**config.mk**
```make
export PLATFORM = sky130hd
export DESIGN_NAME = ctq_cfg
export DESIGN_NICKNAME = d
export VERILOG_FILES = /design/src/rtl/core/ctq_pkg.sv /design/src/rtl/core/ctq_cfg.sv
export SDC_FILE = /design/constraint.sdc
export NUM_CORES = 1
export LEC_CHECK = 0
export BUFFER_PORTS_ARGS = -buffer_cell sky130_fd_sc_hd__buf_2
export CAP_MARGIN = 20
export CORE_ASPECT_RATIO = 1.75
export CORE_UTILIZATION = 39
export CTS_CLUSTER_DIAMETER = 50
export CTS_CLUSTER_SIZE = 40
export DETAILED_ROUTE_END_ITERATION = 6
export PLACE_DENSITY_LB_ADDON = 0.08
export RECOVER_POWER = 50
export SYNTH_ARGS = -nofsm -noshare
export SYNTH_HDL_FRONTEND = slang
export SYNTH_SLANG_ARGS = --single-unit
export TNS_END_PERCENT = 5
```
**constraint.sdc**
```tcl
create_clock -name i_clk -period 1.25 [get_ports i_clk]
set_input_delay 0.125 -clock i_clk [delete_from_list [all_inputs] [get_ports i_clk]]
set_output_delay 0.125 -clock i_clk [all_outputs]
set_load 0.005 [all_outputs]
```
**src/rtl/core/ctq_pkg.sv**
```systemverilog
// ----------------------------------------------------------------------------
// ctq_pkg
// Shared types and constants of the connection timeout queue.
// ----------------------------------------------------------------------------
package ctq_pkg;

    localparam int QUEUE_DEPTH = 64;
    localparam int ADDR_W      = $clog2(QUEUE_DEPTH);
    localparam int CNT_W       = $clog2(QUEUE_DEPTH + 1);
    localparam int PADDR_W     = 3;

    // item kinds
    localparam logic [1:0] KIND_ADD   = 2'd0;
    localparam logic [1:0] KIND_POLL  = 2'd1;
    localparam logic [1:0] KIND_DEL   = 2'd2;
    localparam logic [1:0] KIND_CLEAR = 2'd3;

    // result status codes
    localparam logic [1:0] STAT_OK   = 2'd0;
    localparam logic [1:0] STAT_FULL = 2'd1;
    localparam logic [1:0] STAT_NONE = 2'd2;

    // register indexes
    localparam logic REG_WAIT = 1'b0;
    localparam logic REG_KICK = 1'b1;

    // one stored timer
    typedef struct packed {
        logic [31:0] expiry;
        logic [15:0] id;
        logic [31:0] seq;
    } t_entry;

    // configuration seen by the control logic
    typedef struct packed {
        logic [15:0] wait_time;
        logic        kick;
    } t_cfg;

endpackage

```
**src/rtl/core/ctq_cfg.sv**
```systemverilog
// ----------------------------------------------------------------------------
// ctq_cfg
// Register file behind the APB-style configuration port.
// ----------------------------------------------------------------------------
module ctq_cfg (
    input  logic                        i_clk,
    input  logic                        i_rst_n,
    input  logic                        psel,
    input  logic                        penable,
    input  logic                        pwrite,
    input  logic [ctq_pkg::PADDR_W-1:0] paddr,
    input  logic [31:0]                 pwdata,
    output logic [31:0]                 prdata,
    output logic                        pready,
    output ctq_pkg::t_cfg               o_cfg
);

    logic [15:0] r_wait_time;
    logic        r_kick;
    logic        wr_fire;
    logic        reg_sel;

    assign pready  = 1'b1;
    assign wr_fire = psel && penable && pwrite;
    assign reg_sel = paddr[2];

    // register writes
    always_ff @(posedge i_clk) begin
        if (!i_rst_n) begin
            r_wait_time <= 16'd20;
            r_kick      <= 1'b1;
        end else if (wr_fire) begin
            if (reg_sel == ctq_pkg::REG_WAIT) begin
                r_wait_time <= pwdata[15:0];
            end else begin
                r_kick <= pwdata[0];
            end
        end
    end

    // read mux
    always_comb begin
        if (reg_sel == ctq_pkg::REG_WAIT) begin
            prdata = {16'd0, r_wait_time};
        end else begin
            prdata = {31'd0, r_kick};
        end
    end

    assign o_cfg = '{wait_time: r_wait_time, kick: r_kick};

endmodule

```
==> impl_metrics.csv <==
group,metric,value,unit
finish,syn_to_final_growth,24.0,%
die,rows,23,
die,core,2330,um2
synth,yosysSeqAreaShare,0.347,
synth,ys_warn_count,0,
setup_path,cp_max_fo,3,
place,dpl.cell_count,185,
place,port_buffers,54,
route,vias,807,
synth,syn_area,980,um2
clock_tree,cts_tree,"built",
sta,hold_viol_final,0,
place,hpwl,1480,um
clock_tree,path_clk_slew,60,ps
sta,fin_setup_tns,0,ps
sta,fmax,924,MHz
sta,rsz0062_at_grt,"no",
min_path,hp-class,"in -> reg",
clock_tree,cts_setup_buffers,0,
sta,slew_headroom,0.652,
global_routing,grtUsageTotal,0.147,
pwr,leakagePower,0.000631,uW
min_path,whs_path_depth,3,
finish,layout.nets,205,
pwr,finalPower,1100,uW
finish,drive_gt1_frac,0.390,
clock_tree,clock_sinks,17,
global_routing,grt_pass1_vias,649,
route,route.detailed.drc,0,
finish,stdcell_area,1210,um2
synth,ys_ff_latch,17,
synth,ys_top_cells_by_area,"dfxtp_1, mux2i_1, buf_4",
synth,synth_cells,113,
clock_tree,cts_buffer_depth,2,
clock_tree,clk_latency,240,ps
setup_path,cp_data_required_time,1120,ps
sta,skew,0,ps
clock_tree,ctsHoldBuffers,0,
die,dieArea,2720,um2
global_routing,antenna_found_initial,0,
sta,slew_viol_final,0,
route,routed_wl,1860,um
sta,finalSetupViolations,0,
sta,worstMarginPinSlew,522,ps
route,drtPass1Iterations,4,
clock_tree,cts_buffers,3,
finish,finish.utilization,0.521,
sta,period_minus_slack,1080,ps
global_routing,grt_max_degree,22,
synth,synthDistinctLibCells,13,
route,viasPerCell,4.27,
clock_tree,htree_levels,1,
clock_tree,cts_resized,0,
die,die_h,68.3,um
place,dpl_cell_area,1190,um2
die,ios,90,
finish,diodes,0,
route,final_antenna_net_count,0,
route,drt_iter0_drc,10,
clock_tree,cts_root_buf,"clkbuf_8",
route,wl_per_cell,9.85,um
setup_path,worst_setup_path_end_kind,"output pin",
die,start_util,0.420,
setup_path,critPathKind,"reg -> out",
synth,yosysTopAreaCell,"dfxtp_1",
flow_run,cap_violations,0,
global_routing,grt_pass1_wl,2720,um
setup_path,start_kind,"register",
run_status,status,"complete, no violations",
place,place.gp.congestion,0.618,
pwr,ir_drop,0.000680,V
die,die_w,39.9,um
synth,avgSynthCellArea,8.67,um2
global_routing,overflow,0,
sta,fin_crit_sh,0.866,
setup_path,reg2regPathDepth,2,
synth,synth_top_area_frac,0.347,
pwr,p_per_area,904,nW/um2
finish,fin_cells,189,
setup_path,cp.arrival,960,ps
## per-layer routing
metal  share of wire  track usage  wire length (um)  vias to the layer above
li1                -            -                 -                      421
met1            0.36        0.156               679                      350
met2            0.56        0.246              1040                       34
met3           0.063       0.0325               117                        2
met4           0.011       0.0905                21                        0
met5               0            0                 0                        -
## final timing paths
kind | start | to | slack, ps
worst max-delay path | r_kick$_SDFFE_PN1P_ | prdata[0] | 170
worst min register to register | r_wait_time[9]$_SDFFE_PN0P_ | r_wait_time[9]$_SDFFE_PN0P_ | 460
worst max register to register | r_kick$_SDFFE_PN1P_ | r_kick$_SDFFE_PN1P_ | 630
worst min-delay path | pwdata[12] | r_wait_time[12]$_SDFFE_PN0P_ | 120
## final cells by class
cell class | count | area (um2)
sequential | 17 | 340
fill | 243 | 1120
tap | 25 | 31.3
multi-input combinational | 86 | 510
timing repair buffer | 57 | 288
clock buffer | 4 | 45.0
## sequential cells by signal (all words and copies together), names as in the netlist
register,cells
r_kick,1
r_wait_time,16
## power breakdown
group	switching [uW]	leakage (uW)	internal, uW
Combinational	74.4	0.000470	71.1
Sequential	7.39	0.000138	554
Clock	165	0.0000228	225
## cells by family (layout without fill, tap and decap cells)
logic type | Yosys count | count (layout) | synth area share
AND/OR/NAND/NOR | 51 | 51 | 0.271
flip-flops | 17 | 17 | 0.347
other | 2 | 17 | 0.00767
buffers and inverters | 25 | 61 | 0.189
multiplexers | 18 | 18 | 0.185
## through the flow
step | hold WS, ps | setup WS (ps)
4_1_cts | 115 | 148
3_3_place_gp | 375 | 218
2_1_floorplan | 267 | 374
6_report | 120 | 168
3_5_place_dp | 380 | 190
5_1_grt | 117 | 84.8
## synthesized netlist by cell type
master / number
nand2_1: 28
and4b_1: 1
clkbuf_1: 5
conb_1: 2
mux2_2: 1
mux2i_1: 17
nor2b_1: 16
buf_6: 1
dfxtp_1: 17
nand4_1: 1
and2b_2: 5
buf_4: 18
buf_12: 1
## cells in the final DEF (no fill, tap or decap)
cell,n
buf_2,51
nand2_1,28
mux2i_1,17
conb_1,17
dfxtp_1,17
nor2b_1,16
and2b_2,5
clkbuf_8,3
clkbuf_1,3
clkbuf_2,2
buf_4,2
mux2_2,1
and4b_1,1
nand4_1,1
## critical path, stage by stage, from the launching register on
cell and delay [ps]:
dfxtp_1 330, mux2_2 260, buf_2 120
Note: power is estimated with default switching activity, not from simulation.
